File: src/rtl/core/sacfl_pkg.sv
// shared constants and types of the set-associative cache lookup core
// no dependencies, compiled first
`default_nettype none

package sacfl_pkg;

    // default geometry
    localparam int LINE_BYTES_DEF = 16;
    localparam int NUM_SETS_DEF   = 16;
    localparam int NUM_WAYS_DEF   = 4;

    // configuration port
    localparam int APB_ADDR_W = 3;
    localparam int APB_DATA_W = 32;

    // register index, taken from paddr[2]
    typedef enum logic [0:0] {
        CFG_DCACHE_MODE = 1'b0,
        CFG_UNUSED      = 1'b1
    } t_cfg_reg;

    // access attributes handed to the way compare
    typedef struct packed {
        logic is_write;
        logic dcache_mode;
    } t_access_ctl;

endpackage

`default_nettype wire

File: src/rtl/core/sacfl_req_if.sv
// request channel of the cache lookup core: valid/ready plus access fields
// standalone, no package needed
`default_nettype none

interface sacfl_req_if;
    logic        valid;
    logic        ready;
    logic [31:0] address;
    logic        is_write;

    modport source (output valid, output address, output is_write, input ready);
    modport sink   (input valid, input address, input is_write, output ready);
endinterface

`default_nettype wire

File: src/rtl/core/sacfl_rsp_if.sv
// response channel of the cache lookup core: valid/ready plus hit and counters
// standalone, no package needed
`default_nettype none

interface sacfl_rsp_if;
    logic        valid;
    logic        ready;
    logic        hit;
    logic [31:0] hit_total;
    logic [31:0] miss_total;
    logic [31:0] access_total;

    modport source (
        output valid, output hit, output hit_total, output miss_total,
        output access_total, input ready
    );
    modport sink (
        input valid, input hit, input hit_total, input miss_total,
        input access_total, output ready
    );
endinterface

`default_nettype wire

File: src/rtl/core/sacfl_row_ram.sv
// one-write one-read memory holding a full set row, registered read data
// generic, no package needed
`default_nettype none

module sacfl_row_ram #(
    parameter int DEPTH  = 16,
    parameter int DATA_W = 8,
    parameter int ADDR_W = (DEPTH > 1) ? $clog2(DEPTH) : 1
) (
    input  wire logic              i_clk,
    input  wire logic              i_we,
    input  wire logic [ADDR_W-1:0] i_waddr,
    input  wire logic [DATA_W-1:0] i_wdata,
    input  wire logic              i_re,
    input  wire logic [ADDR_W-1:0] i_raddr,
    output logic      [DATA_W-1:0] o_rdata
);

    logic [DATA_W-1:0] r_mem [DEPTH];
    logic [DATA_W-1:0] r_rdata;

    always_ff @(posedge i_clk) begin
        if (i_we) begin
            r_mem[i_waddr] <= i_wdata;
        end
    end

    always_ff @(posedge i_clk) begin
        if (i_re) begin
            r_rdata <= r_mem[i_raddr];
        end
    end

    assign o_rdata = r_rdata;

endmodule

`default_nettype wire

File: src/rtl/core/sacfl_way_match.sv
// parallel tag compare of one set, fifo victim choice and next row contents
// depends on sacfl_pkg
`default_nettype none

module sacfl_way_match #(
    parameter int NUM_WAYS = 4,
    parameter int TAG_W    = 24,
    parameter int WAY_W    = (NUM_WAYS > 1) ? $clog2(NUM_WAYS) : 1
) (
    input  wire logic [NUM_WAYS-1:0][TAG_W-1:0] i_tags,
    input  wire logic [NUM_WAYS-1:0]            i_valid,
    input  wire logic [WAY_W-1:0]               i_ptr,
    input  wire logic [TAG_W-1:0]               i_tag,
    input  wire sacfl_pkg::t_access_ctl          i_ctl,
    output logic                                o_hit,
    output logic      [NUM_WAYS-1:0][TAG_W-1:0] o_tags,
    output logic      [NUM_WAYS-1:0]            o_valid,
    output logic      [WAY_W-1:0]               o_ptr
);

    import sacfl_pkg::*;

    logic                invalidate;
    logic [NUM_WAYS-1:0] match;
    logic [NUM_WAYS-1:0] valid_kept;

    assign invalidate = i_ctl.is_write & i_ctl.dcache_mode;

    always_comb begin
        for (int w = 0; w < NUM_WAYS; w++) begin
            match[w]      = (i_tags[w] == i_tag);
            // a dcache write drops every way holding this tag
            valid_kept[w] = i_valid[w] & ~(invalidate & match[w]);
        end
    end

    assign o_hit = |(valid_kept & match);

    always_comb begin
        o_tags  = i_tags;
        o_valid = valid_kept;
        o_ptr   = i_ptr;
        if (!o_hit) begin
            for (int w = 0; w < NUM_WAYS; w++) begin
                if (WAY_W'(w) == i_ptr) begin
                    o_tags[w]  = i_tag;
                    o_valid[w] = 1'b1;
                end
            end
            if (i_ptr == WAY_W'(NUM_WAYS - 1)) begin
                o_ptr = '0;
            end else begin
                o_ptr = i_ptr + 1'b1;
            end
        end
    end

endmodule

`default_nettype wire

File: src/rtl/core/set_assoc_cache_fifo_lookup_core.sv
// Set-associative cache hit/miss engine with fifo replacement. Each request
// transaction carries a byte address and a write flag; each one gives exactly
// one response transaction with the hit flag and the hit, miss and access
// totals counted up to and including it (32 bits, wrapping). Set and tag are
// address / LINE_BYTES modulo and divided by NUM_SETS. One transaction is
// taken every cycle unless back-pressure or the clearing pass stalls: the set
// row (tags, valid bits, fifo pointer) is read from a row memory at the accept
// edge, compared in stage one and rewritten when stage one advances into the
// response register, and a row just rewritten is forwarded to a following
// access of the same set, so back-to-back accesses to one set still go at
// full rate. After reset a clearing pass over all NUM_SETS rows zeroes the
// row memory; requests are held off meanwhile, configuration writes are taken
// at once. Register dcache_mode (byte address 0, bit 0) selects data-cache
// behaviour, where a write drops matching ways and so always refills as a miss.
// depends on sacfl_pkg, sacfl_req_if, sacfl_rsp_if, sacfl_row_ram, sacfl_way_match
`default_nettype none

module set_assoc_cache_fifo_lookup_core #(
    parameter int LINE_BYTES = sacfl_pkg::LINE_BYTES_DEF,
    parameter int NUM_SETS   = sacfl_pkg::NUM_SETS_DEF,
    parameter int NUM_WAYS   = sacfl_pkg::NUM_WAYS_DEF
) (
    input  wire logic                             i_clk,
    input  wire logic                             i_rst_n,
    sacfl_req_if.sink                             i_req,
    sacfl_rsp_if.source                           o_rsp,
    input  wire logic                             psel,
    input  wire logic                             penable,
    input  wire logic                             pwrite,
    input  wire logic [sacfl_pkg::APB_ADDR_W-1:0] paddr,
    input  wire logic [sacfl_pkg::APB_DATA_W-1:0] pwdata,
    output logic      [sacfl_pkg::APB_DATA_W-1:0] prdata,
    output logic                                  pready
);

    import sacfl_pkg::*;

    // geometry derived from the parameters
    localparam longint unsigned TAG_MAX =
        64'hFFFF_FFFF / (LINE_BYTES * NUM_SETS);
    localparam int TAG_W  = (TAG_MAX == 0) ? 1 : $clog2(TAG_MAX + 1);
    localparam int SET_W  = (NUM_SETS > 1) ? $clog2(NUM_SETS) : 1;
    localparam int WAY_W  = (NUM_WAYS > 1) ? $clog2(NUM_WAYS) : 1;
    localparam int ROW_W  = NUM_WAYS * TAG_W + NUM_WAYS + WAY_W;

    // ---------------------------------------------------------------
    // configuration port
    // ---------------------------------------------------------------
    logic     r_dcache_mode;
    t_cfg_reg cfg_sel;
    logic     cfg_wr;

    assign cfg_sel = t_cfg_reg'(paddr[2]);
    assign cfg_wr  = psel & penable & pwrite;
    assign pready  = 1'b1;

    always_ff @(posedge i_clk) begin
        if (!i_rst_n) begin
            r_dcache_mode <= 1'b0;
        end else if (cfg_wr && cfg_sel == CFG_DCACHE_MODE) begin
            r_dcache_mode <= pwdata[0];
        end
    end

    always_comb begin
        prdata = '0;
        case (cfg_sel)
            CFG_DCACHE_MODE: prdata[0] = r_dcache_mode;
            default:         prdata    = '0;
        endcase
    end

    // ---------------------------------------------------------------
    // address split
    // ---------------------------------------------------------------
    logic [31:0]      line_idx;
    logic [SET_W-1:0] in_set;
    logic [TAG_W-1:0] in_tag;

    assign line_idx = i_req.address / 32'(LINE_BYTES);
    assign in_set   = SET_W'(line_idx % 32'(NUM_SETS));
    assign in_tag   = TAG_W'(line_idx / 32'(NUM_SETS));

    // ---------------------------------------------------------------
    // handshake and pipeline control
    // ---------------------------------------------------------------
    logic             r_clr_busy;
    logic [SET_W-1:0] r_clr_idx;
    logic             r_s1_vld;
    logic [SET_W-1:0] r_s1_set;
    logic [TAG_W-1:0] r_s1_tag;
    logic             r_s1_wr;
    logic             r_out_vld;
    logic             r_out_hit;
    logic [31:0]      r_hit_cnt;
    logic [31:0]      r_miss_cnt;
    logic [31:0]      r_acc_cnt;
    logic             r_fwd_sel;
    logic [ROW_W-1:0] r_fwd_row;

    logic             out_take;
    logic             s1_adv;
    logic             in_ready;
    logic             in_acc;

    assign out_take = r_out_vld & o_rsp.ready;
    assign s1_adv   = r_s1_vld & (~r_out_vld | out_take);
    assign in_ready = ~r_clr_busy & (~r_s1_vld | s1_adv);
    assign in_acc   = i_req.valid & in_ready;

    assign i_req.ready = in_ready;

    // clearing pass over the row memory after reset
    always_ff @(posedge i_clk) begin
        if (!i_rst_n) begin
            r_clr_busy <= 1'b1;
            r_clr_idx  <= '0;
        end else if (r_clr_busy) begin
            if (r_clr_idx == SET_W'(NUM_SETS - 1)) begin
                r_clr_busy <= 1'b0;
            end
            r_clr_idx <= r_clr_idx + 1'b1;
        end
    end

    // ---------------------------------------------------------------
    // row memory and forwarding of a row written at the read edge
    // ---------------------------------------------------------------
    logic [ROW_W-1:0] ram_rdata;
    logic [ROW_W-1:0] cur_row;
    logic [ROW_W-1:0] new_row;
    logic             ram_we;
    logic [SET_W-1:0] ram_waddr;
    logic [ROW_W-1:0] ram_wdata;

    assign ram_we    = r_clr_busy | s1_adv;
    assign ram_waddr = r_clr_busy ? r_clr_idx : r_s1_set;
    assign ram_wdata = r_clr_busy ? '0 : new_row;

    sacfl_row_ram #(
        .DEPTH  (NUM_SETS),
        .DATA_W (ROW_W),
        .ADDR_W (SET_W)
    ) u_row_ram (
        .i_clk   (i_clk),
        .i_we    (ram_we),
        .i_waddr (ram_waddr),
        .i_wdata (ram_wdata),
        .i_re    (in_acc),
        .i_raddr (in_set),
        .o_rdata (ram_rdata)
    );

    assign cur_row = r_fwd_sel ? r_fwd_row : ram_rdata;

    // ---------------------------------------------------------------
    // compare and update of the set held in stage one
    // ---------------------------------------------------------------
    logic [NUM_WAYS-1:0][TAG_W-1:0] cur_tags;
    logic [NUM_WAYS-1:0]            cur_valid;
    logic [WAY_W-1:0]               cur_ptr;
    logic [NUM_WAYS-1:0][TAG_W-1:0] upd_tags;
    logic [NUM_WAYS-1:0]            upd_valid;
    logic [WAY_W-1:0]               upd_ptr;
    logic                           lookup_hit;
    t_access_ctl                    acc_ctl;

    // row layout: fifo pointer, valid bits, tags
    assign {cur_ptr, cur_valid, cur_tags} = cur_row;
    assign new_row = {upd_ptr, upd_valid, upd_tags};

    assign acc_ctl.is_write    = r_s1_wr;
    assign acc_ctl.dcache_mode = r_dcache_mode;

    sacfl_way_match #(
        .NUM_WAYS (NUM_WAYS),
        .TAG_W    (TAG_W),
        .WAY_W    (WAY_W)
    ) u_way_match (
        .i_tags  (cur_tags),
        .i_valid (cur_valid),
        .i_ptr   (cur_ptr),
        .i_tag   (r_s1_tag),
        .i_ctl   (acc_ctl),
        .o_hit   (lookup_hit),
        .o_tags  (upd_tags),
        .o_valid (upd_valid),
        .o_ptr   (upd_ptr)
    );

    // ---------------------------------------------------------------
    // stage one: accepted transaction waiting for its row
    // ---------------------------------------------------------------
    logic n_s1_vld;

    always_comb begin
        n_s1_vld = r_s1_vld;
        if (in_acc) begin
            n_s1_vld = 1'b1;
        end else if (s1_adv) begin
            n_s1_vld = 1'b0;
        end
    end

    always_ff @(posedge i_clk) begin
        if (!i_rst_n) begin
            r_s1_vld  <= 1'b0;
            r_fwd_sel <= 1'b0;
        end else begin
            r_s1_vld <= n_s1_vld;
            if (in_acc) begin
                // the row being written at this edge is newer than the read
                r_fwd_sel <= s1_adv & (r_s1_set == in_set);
            end
        end
    end

    always_ff @(posedge i_clk) begin
        if (in_acc) begin
            r_s1_set  <= in_set;
            r_s1_tag  <= in_tag;
            r_s1_wr   <= i_req.is_write;
            r_fwd_row <= new_row;
        end
    end

    // ---------------------------------------------------------------
    // result register and counters
    // ---------------------------------------------------------------
    always_ff @(posedge i_clk) begin
        if (!i_rst_n) begin
            r_out_vld  <= 1'b0;
            r_hit_cnt  <= '0;
            r_miss_cnt <= '0;
            r_acc_cnt  <= '0;
        end else begin
            if (s1_adv) begin
                r_out_vld <= 1'b1;
                r_acc_cnt <= r_acc_cnt + 32'd1;
                if (lookup_hit) begin
                    r_hit_cnt <= r_hit_cnt + 32'd1;
                end else begin
                    r_miss_cnt <= r_miss_cnt + 32'd1;
                end
            end else if (out_take) begin
                r_out_vld <= 1'b0;
            end
        end
    end

    always_ff @(posedge i_clk) begin
        if (s1_adv) begin
            r_out_hit <= lookup_hit;
        end
    end

    assign o_rsp.valid        = r_out_vld;
    assign o_rsp.hit          = r_out_hit;
    assign o_rsp.hit_total    = r_hit_cnt;
    assign o_rsp.miss_total   = r_miss_cnt;
    assign o_rsp.access_total = r_acc_cnt;

endmodule

`default_nettype wire

File: src/flat_wrapper.sv
// flat-port wrapper written by rule: the top's interface ports become plain ports
module set_assoc_cache_fifo_lookup_core_flat import sacfl_pkg::*;
#(
    parameter int LINE_BYTES = sacfl_pkg::LINE_BYTES_DEF,
    parameter int NUM_SETS   = sacfl_pkg::NUM_SETS_DEF,
    parameter int NUM_WAYS   = sacfl_pkg::NUM_WAYS_DEF
)
  (i_clk, i_rst_n, psel, penable, pwrite, paddr, pwdata, prdata, pready, i_req_valid, i_req_address, i_req_is_write, i_req_ready, o_rsp_valid, o_rsp_hit, o_rsp_hit_total, o_rsp_miss_total, o_rsp_access_total, o_rsp_ready);
  sacfl_req_if i_req_i ();
  sacfl_rsp_if o_rsp_i ();
  input  wire logic i_clk;
  input  wire logic i_rst_n;
  input  wire logic psel;
  input  wire logic penable;
  input  wire logic pwrite;
  input  wire logic [sacfl_pkg::APB_ADDR_W-1:0] paddr;
  input  wire logic [sacfl_pkg::APB_DATA_W-1:0] pwdata;
  output logic      [sacfl_pkg::APB_DATA_W-1:0] prdata;
  output logic pready;
  input wire logic [$bits(i_req_i.valid)-1:0] i_req_valid;
  input wire logic [$bits(i_req_i.address)-1:0] i_req_address;
  input wire logic [$bits(i_req_i.is_write)-1:0] i_req_is_write;
  output wire logic [$bits(i_req_i.ready)-1:0] i_req_ready;
  output wire logic [$bits(o_rsp_i.valid)-1:0] o_rsp_valid;
  output wire logic [$bits(o_rsp_i.hit)-1:0] o_rsp_hit;
  output wire logic [$bits(o_rsp_i.hit_total)-1:0] o_rsp_hit_total;
  output wire logic [$bits(o_rsp_i.miss_total)-1:0] o_rsp_miss_total;
  output wire logic [$bits(o_rsp_i.access_total)-1:0] o_rsp_access_total;
  input wire logic [$bits(o_rsp_i.ready)-1:0] o_rsp_ready;
  assign i_req_i.valid = i_req_valid;
  assign i_req_i.address = i_req_address;
  assign i_req_i.is_write = i_req_is_write;
  assign i_req_ready = i_req_i.ready;
  assign o_rsp_valid = o_rsp_i.valid;
  assign o_rsp_hit = o_rsp_i.hit;
  assign o_rsp_hit_total = o_rsp_i.hit_total;
  assign o_rsp_miss_total = o_rsp_i.miss_total;
  assign o_rsp_access_total = o_rsp_i.access_total;
  assign o_rsp_i.ready = o_rsp_ready;
  set_assoc_cache_fifo_lookup_core #(.LINE_BYTES(LINE_BYTES), .NUM_SETS(NUM_SETS), .NUM_WAYS(NUM_WAYS)) u_core (.i_clk(i_clk), .i_rst_n(i_rst_n), .i_req(i_req_i), .o_rsp(o_rsp_i), .psel(psel), .penable(penable), .pwrite(pwrite), .paddr(paddr), .pwdata(pwdata), .prdata(prdata), .pready(pready));
endmodule
File: config.mk
export PLATFORM = sky130hd
export DESIGN_NAME = set_assoc_cache_fifo_lookup_core_flat
export DESIGN_NICKNAME = d
export VERILOG_FILES = /design/src/rtl/core/sacfl_pkg.sv /design/src/rtl/core/sacfl_req_if.sv /design/src/rtl/core/sacfl_rsp_if.sv /design/src/rtl/core/sacfl_row_ram.sv /design/src/rtl/core/sacfl_way_match.sv /design/src/rtl/core/set_assoc_cache_fifo_lookup_core.sv /design/src/flat_wrapper.sv
export SDC_FILE = /design/constraint.sdc
export NUM_CORES = 2
export LEC_CHECK = 0
export BUFFER_PORTS_ARGS = -buffer_cell sky130_fd_sc_hd__buf_2
export CAP_MARGIN = 25
export CORE_ASPECT_RATIO = 0.75
export CORE_MARGIN = 3
export CORE_UTILIZATION = 43
export CTS_CLUSTER_DIAMETER = 200
export DETAILED_ROUTE_END_ITERATION = 10
export PLACE_DENSITY_LB_ADDON = 0.1
export SLEW_MARGIN = 5
export SYNTH_ARGS = -nofsm -noshare
export SYNTH_HDL_FRONTEND = slang
export SYNTH_SLANG_ARGS = --single-unit
File: constraint.sdc
create_clock -name i_clk -period 5.57 [get_ports i_clk]
set_input_delay 0 -clock i_clk [delete_from_list [all_inputs] [get_ports i_clk]]
set_output_delay 0 -clock i_clk [all_outputs]
set_load 0.005 [all_outputs]
# --- Word-level counts from Yosys, hierarchy flattened ---
# Memory sizes are Yosys's and may differ from the RTL's. A register that Yosys moved wholly into a read port is not among the register bits.
# Index checks and enable logic that the tools add are counted.
totals:
  n_memories: 1
  mem_bits_rw: 1632
  word_cells: 90
  in_bits: 75
  ff_bits: 237
  out_inout_bits: 132
memory_table:
  columns: ["name", "depth", "word_bits", "read_ports", "rd_clocked_by_memory_dff", "write_ports", "line", "text"]
  rows:
  - ["u_core.u_row_ram.r_mem", 16, 102, 1, 1, 1, "sacfl_row_ram.sv:19", "logic [DATA_W-1:0] r_mem [DEPTH];"]
classes:
  n_bitwise: 29
  muxes: 24
  reduce_logical: 7
  n_addsub: 5
  n_eq_ne: 10
ops:
  columns: ["operator", "n"]
  rows:
  - ["$mux 102", 2]
  - ["$add 32x1->32 const B", 3]
  - ["$eq 24x24->1", 4]
  - ["$mux 24", 4]
  - ["$mux 96", 1]
  - ["$and 1x1->1", 16]
  - ["$mux 1", 13]
  - ["$not 1->1", 9]
  - ["$mux 4", 2]
  - ["$add 4x1->4 const B", 1]
  - ["$and 4x4->4", 1]
  - ["$eq 2x2->1 const A", 2]
  - ["$eq 4x4->1", 1]
  - ["$eq 4x4->1 const B", 1]
  - ["$mux 2", 2]
  - ["$reduce_and 2->1", 2]
  - ["$reduce_bool 2->1", 2]
  - ["$reduce_or 4->1", 1]
  - ["$or 1x1->1", 3]
  - ["$add 2x1->2 const B", 1]
  - ["$eq 1x2->1 const A", 1]
  - ["$eq 2x2->1 const B", 1]
  - ["$logic_not 2->1", 1]
  - ["$logic_and 1x1->1", 1]

# --- Logic depth before layout (Yosys ltp) ---
depth:
  ltp_word: 9
  depth_mapped: 15
  depth_no_buf: 9

# --- Cells and area by module ---
# Synthesis repeated with hierarchy kept, for this count alone.
unflattened:
  hier_cells: 3975
  area_unflattened_um2: 79004.5
by_module_without_submodules:
  columns: ["mod", "area_each_um2", "cells_per_inst", "n_inst", "seq_area_each_um2"]
  rows:
  - ["sacfl_row_ram", 63982.6, 2610, 1, 52069.9]
  - ["set_assoc_cache_fifo_lookup_core", 10989.3, 962, 1, 6065.8]
  - ["sacfl_way_match", 4032.6, 403, 1, 0.0]

# --- Worst setup path before layout ---
# No wires, ideal clock.
synth_path:
  path_kind: "register to register"
  startpoint: "register u_core.r_out_vld (netlist: u_core.o_rsp.valid)"
  endpoint: "memory u_core.u_row_ram.r_mem[1][0] (netlist name), enable pin"
  arrival_ps: 5573
  path_buffers: 1
  stages_incl_launch_ff: 8
  slack_ps: -567
  setup_ps: 564
  synth_period_minus_slack_ps: 6137
  t_required_ps: 5006
  cell_sequence: "dfxtp_1 nand2b_1 nand2_1 inv_1 clkbuf_1 nand2_1 o32a_1 nor2_1"
synth_via:
  elab_chain_cells: 6
  word_cells_on_any_way: 7
  classes_between: "2 x mux; 5 x bitwise"
synth_lines:
  columns: ["item", "line", "text"]
  rows:
  - ["start, declared", "set_assoc_cache_fifo_lookup_core.sv:93", "logic r_out_vld;"]
  - ["start signal, assigned", "set_assoc_cache_fifo_lookup_core.sv:232", "r_out_vld <= 1'b0;"]
  - ["start signal, assigned", "set_assoc_cache_fifo_lookup_core.sv:238", "r_out_vld <= 1'b1;"]
  - ["start signal, assigned", "set_assoc_cache_fifo_lookup_core.sv:246", "r_out_vld <= 1'b0;"]
  - ["$and 1x1->1 / $not 1->1 (equally long branches)", "set_assoc_cache_fifo_lookup_core.sv:106, set_assoc_cache_fifo_lookup_core.sv:107", null]
  - ["$or 1x1->1 (*)", "set_assoc_cache_fifo_lookup_core.sv:107", "assign s1_adv = r_s1_vld & (~r_out_vld | out_take);"]
  - ["$and 1x1->1 (*)", "set_assoc_cache_fifo_lookup_core.sv:107", null]
  - ["named net u_core.s1_adv", "set_assoc_cache_fifo_lookup_core.sv:102", "logic s1_adv;"]
  - ["$or 1x1->1 (*)", "set_assoc_cache_fifo_lookup_core.sv:136", "assign ram_we = r_clr_busy | s1_adv;"]
  - ["$mux 1 (*)", "sacfl_row_ram.sv:23", "if (i_we) begin"]
  - ["$mux 1 (not written as such) (*)", "sacfl_row_ram.sv:24", "r_mem[i_waddr] <= i_wdata;"]
  - ["end, declared", "sacfl_row_ram.sv:19", null]
# The timed path passes the listed nets; every way through them passes the cells marked *.

# --- Worst setup path in the final report ---
layout_path:
  startpoint: "register u_core.r_fwd_sel"
  endpoint: "memory u_core.u_row_ram.r_mem[13][18] (netlist name), data pin"
layout_via:
  elab_chain_cells: 9
  word_cells_on_any_way: 23
  classes_between: "4 x eq/ne; 4 x mux; 13 x bitwise; 2 x reduce/logical"
layout_lines:
  columns: ["item", "line", "text"]
  rows:
  - ["start, declared", "set_assoc_cache_fifo_lookup_core.sv:98", "logic r_fwd_sel;"]
  - ["start signal, assigned", "set_assoc_cache_fifo_lookup_core.sv:213", "r_fwd_sel <= s1_adv & (r_s1_set == in_set);"]
  - ["$mux 102 (*)", "set_assoc_cache_fifo_lookup_core.sv:154", "assign cur_row = r_fwd_sel ? r_fwd_row : ram_rdata;"]
  - ["$eq 24x24->1", "sacfl_way_match.sv:31", "match[w] = (i_tags[w] == i_tag);"]
  - ["$and 1x1->1", "sacfl_way_match.sv:33", "valid_kept[w] = i_valid[w] & ~(invalidate & match[w]);"]
  - ["$not 1->1", "sacfl_way_match.sv:33", null]
  - ["$and 1x1->1", "sacfl_way_match.sv:33", null]
  - ["$and 4x4->4", "sacfl_way_match.sv:37", "assign o_hit = |(valid_kept & match);"]
  - ["$reduce_or 4->1", "sacfl_way_match.sv:37", null]
  - ["$mux 96 (*)", "sacfl_way_match.sv:43", "if (!o_hit) begin"]
  - ["$mux 102 (*)", "set_assoc_cache_fifo_lookup_core.sv:138", "assign ram_wdata = r_clr_busy ? '0 : new_row;"]
  - ["named net u_core.ram_wdata[18]", "set_assoc_cache_fifo_lookup_core.sv:134", "logic [ROW_W-1:0] ram_wdata;"]
# Marks and branches as above.

==> key figures <==
Cells and area
  • Register area: about 0.058 mm2
  • Most common cell after layout, fill and taps aside: edfxtp_1
  • Final net count: between 4k and 5k
  • Cell Count, Final, Fillers Out: between 6k and 7k
  • Filler cell count in the final layout: between 10k and 15k
  • Multi-input logic area: ~0.019 mm2
  • Layout cell share with drive strength beyond 1: about 28%
  • Most frequent cells in the layout: 1866 x edfxtp_1, 510 x mux4_2, 190 x clkbuf_16
  • Area growth, synth to finish: 14.8%
  • Final instance area: about 0.090 mm2

Clock network
  • Depth of the CTS H-tree: 4
  • CTS Buf Count: 188
  • Bufs on Longest Clock Path: 3
  • Clk Latency, worst-skew pair: around 820 ps
  • CTS tree: done
  • Setup Fix Bufs, Post-CTS: 0
  • CTS Root Cell: clkbuf_16
  • Worst-path clk slew: 60 ps
  • TritonCTS sink count: just under 2k

Global routing
  • Vias in the first global route: approximately 40k
  • GR Util All Layers: 22.1%
  • First-pass GRT wire length: just under 300 mm
  • Largest net degree at the start of global routing: 91
  • Initial antenna violation count: 3
  • Total gr overflow: 0

Die
  • Die area: around 0.19 mm2
  • Core outline area: 0.179 mm2
  • Initial core utilization: 43.6%
  • # rows: between 100 and 150
  • Die Ht: approximately 380 um
  • Die Wd: roughly 500 um
  • IO Count: between 200 and 250

Pwr
  • Switching Fraction: a little over a fifth
  • Clock power share: 41.6%
  • Internal power: approximately 24 mW
  • Sw Pwr: between 6 and 7 mW
  • Leak: roughly 30 nW
  • Maximum vdd ir drop: 0.313 mV
  • Tot Pwr: around 30 mW
  • Power per Cell Area: approximately 340 mW/mm2
  • Reg power frac: a little over half
  • Comb pwr share: under 10%

Synth
  • Mux contribution to synthesized area: between 10% and 20%
  • Prevailing post-synth register cell: edfxtp_1
  • FFs w/ async S/R, synth: 0%
  • Synth Instances: between 3k and 4k
  • Synth Cell Area: approximately 0.08 mm2
  • Post-Synth Adder-Cell Area: less than 1%
  • Largest family of logic cells by synthesized area: multiplexers
  • Post-synthesis sequential area ratio: between 70% and 80%
  • Yosys Warn Count: 0
  • Post-Syn Area per Cell: slightly above 20 um2
  • XOR/XNOR Fraction of Synth Area: about 1.5%
  • Synthesis-stage register bit count: 1971
  • EDFF count, synth: around 1.9k
  • Synth cell types: 53
  • Compound-Gate Fraction of Synth Area: between 2 and 3%
  • Post-Synth Simple-Gate Area: 3.25%

Route
  • Initial detailed-routing violation count: ~4.4k
  • Total number of vias: between 30k and 40k
  • Final ANT Viol Nets: 0
  • Initial DRT Pass Iterations: 5
  • Wire length per cell: a little over 30 um
  • Drt total wl: ~210 mm
  • Vias per inst: 5.92
  • Residual DRC: 0

Place
  • Placed inst area: 0.0832 mm2
  • Port bufs: ~140
  • Hpwl dp: about 110 mm
  • GPL Wtd Cong: ~0.75
  • Dpl cells: ~6.3k

Timing
  • Setup TNS Final: 0 ps
  • Worst-Margin Slew: about 1100 ps
  • Final Critical Period: between 4000 and 5000 ps
  • Max-slew headroom: between 20 and 30%
  • Clock Skews: slightly above 50 ps
  • Final Hold Viols: 0
  • Final Max Slew Viols: 0
  • F_max: roughly 200 MHz
  • Final count of negative-setup-slack endpoints: 0
  • RSZ-0062 raised after global routing: false
  • Tcrit/Tclk final: roughly nine tenths

Worst hold path
  • Hold Crit Depth: 2
  • Hold Startpoint: i_req_address[24]
  • Worst hold path class: in2reg

Critical path
  • CP max FO: 16
  • Worst Setup Start Kind: flip-flop
  • Reg2reg path depth: 12
  • Critical-path cell list: buf_12 > mux2i_1 > xnor2_1 > nor4_1 > buf_4 > nand4_1 > o32ai_1 > buf_4 > o21ai_2 > nand2_2 > buf_12 > a211oi_2
  • CP required: between 6000 and 7000 ps
  • Capturing element type of the critical path: flip-flop
  • Crit path kind: reg2reg
  • Highest-delay cell along the critical path: a211oi_2
  • CP startpoint: u_core.r_fwd_sel$_SDFFE_PN0P_
  • Delay-heaviest family, CP: compound AO/OA/AOI/OAI gates
  • WP depth: 12
  • WP buf/inv: 4
  • Worst path max stage delay: around 800 ps
  • Critical Path AT: 5440 ps
  • Reg2reg start: u_core.r_fwd_sel$_SDFFE_PN0P_

Run
  • Max cap viols: 0

Outcome
  • Status: complete, no violations
-- synth_stat cells (17+ instances only) --
cell type | number | share of area [%]
edfxtp_1 | 1866 | 72
mux4_2 | 510 | 15
a21oi_1 | 154 | 0.99
clkbuf_1 | 145 | 0.70
xnor2_1 | 117 | 1.3
dfxtp_1 | 105 | 2.7
nor3_1 | 104 | 0.67
a211oi_1 | 96 | 0.92
mux2i_1 | 93 | 1.2
nor2_1 | 77 | 0.37
nand2_1 | 75 | 0.36
buf_1 | 66 | 0.32
nor4_1 | 50 | 0.40
buf_4 | 44 | 0.42
nand3_1 | 44 | 0.28
o31ai_1 | 32 | 0.31
nand4_1 | 30 | 0.24
or4_1 | 30 | 0.29
inv_1 | 22 | 0.11
xor2_1 | 17 | 0.19
-- path summary, 6_finish.rpt --
kind / slack, ps / end
max reg2reg: 610 / u_core.u_row_ram.r_mem[13][18]$_DFFE_PP_
min reg2reg: 470 / u_core.o_rsp.hit_total[31]$_SDFFE_PN0P_
min: 40 / u_core.r_s1_tag[16]$_DFFE_PP_
max: 610 / u_core.u_row_ram.r_mem[13][18]$_DFFE_PP_
-- cell families (layout without fill, tap and decap cells) --
| logic type | Yosys count | in the layout |
|---|---|---|
| multiplexers | 625 | 625 |
| buffers and inverters | 296 | 782 |
| adder cells (fa/ha/maj) | 8 | 8 |
| XOR/XNOR | 134 | 134 |
| other | 2 | 33 |
| AO/OA/AOI/OAI | 330 | 330 |
| AND/OR/NAND/NOR | 482 | 482 |
| flip-flops | 1971 | 1971 |
-- per-stage QoR --
stage	worst slack (ps)	hold WS, ps	utilization [%]
6_report	608	36.5	50.1
5_1_grt	381	10.1	50.1
4_1_cts	592	4.92	50.0
3_5_place_dp	627	188	46.4
3_3_place_gp	708	180	46.4
2_1_floorplan	-561	30.2	-
-- routing by layer --
| layer | share of wire (%) | global-route usage, % | up-vias |
|---|---|---|---|
| met3 | 6.8 | 4.18 | 255 |
| met2 | 46 | 34.0 | 1377 |
| li1 | - | - | 16800 |
| met5 | 0.0063 | 0 | - |
| met1 | 45 | 32.9 | 21500 |
| met4 | 2.2 | 5.35 | 2 |
-- layout make-up --
| cell class | count | area share, % |
|---|---|---|
| inverters | 22 | 0.100 |
| well taps | 2380 | 3.32 |
| diodes | 1 | 0.00279 |
| clock inverters | 107 | 1.09 |
| clock buffers | 235 | 5.52 |
| multi-input cells | 1611 | 21.2 |
| flip-flops and latches | 1971 | 64.8 |
| repair buffers | 418 | 3.94 |
-- power by group through the flow --
stage,Clock [mW],Sequential [mW],Combinational (mW)
after floorplan,0,16.7,0.790
after global placement,0,16.7,1.22
after detailed placement,0,16.7,1.22
after CTS,12.8,16.4,1.25
after global routing,13.5,16.4,1.30
final,12.5,16.4,1.22
-- sequential cells by signal (all words and copies together) (netlist names), 4 cells and up --
| register | count |
|---|---|
| u_core.r_clr_idx | 4 |
| u_core.r_s1_set | 4 |
| u_core.o_rsp.access_total | 32 |
| u_core.o_rsp.miss_total | 32 |
| u_core.r_fwd_row | 102 |
| u_core.o_rsp.hit_total | 32 |
| u_core.u_row_ram.o_rdata | 102 |
| u_core.u_row_ram.r_mem | 1632 |
| u_core.r_s1_tag | 24 |
-- what timing repair did --
item                       in CTS  in global routing
hold buffers                   57                  0
hold endpoints to repair       94                  0
resized for setup               0                  0
setup endpoints to repair       0                  0
Note: power is estimated with default switching activity, not from simulation.
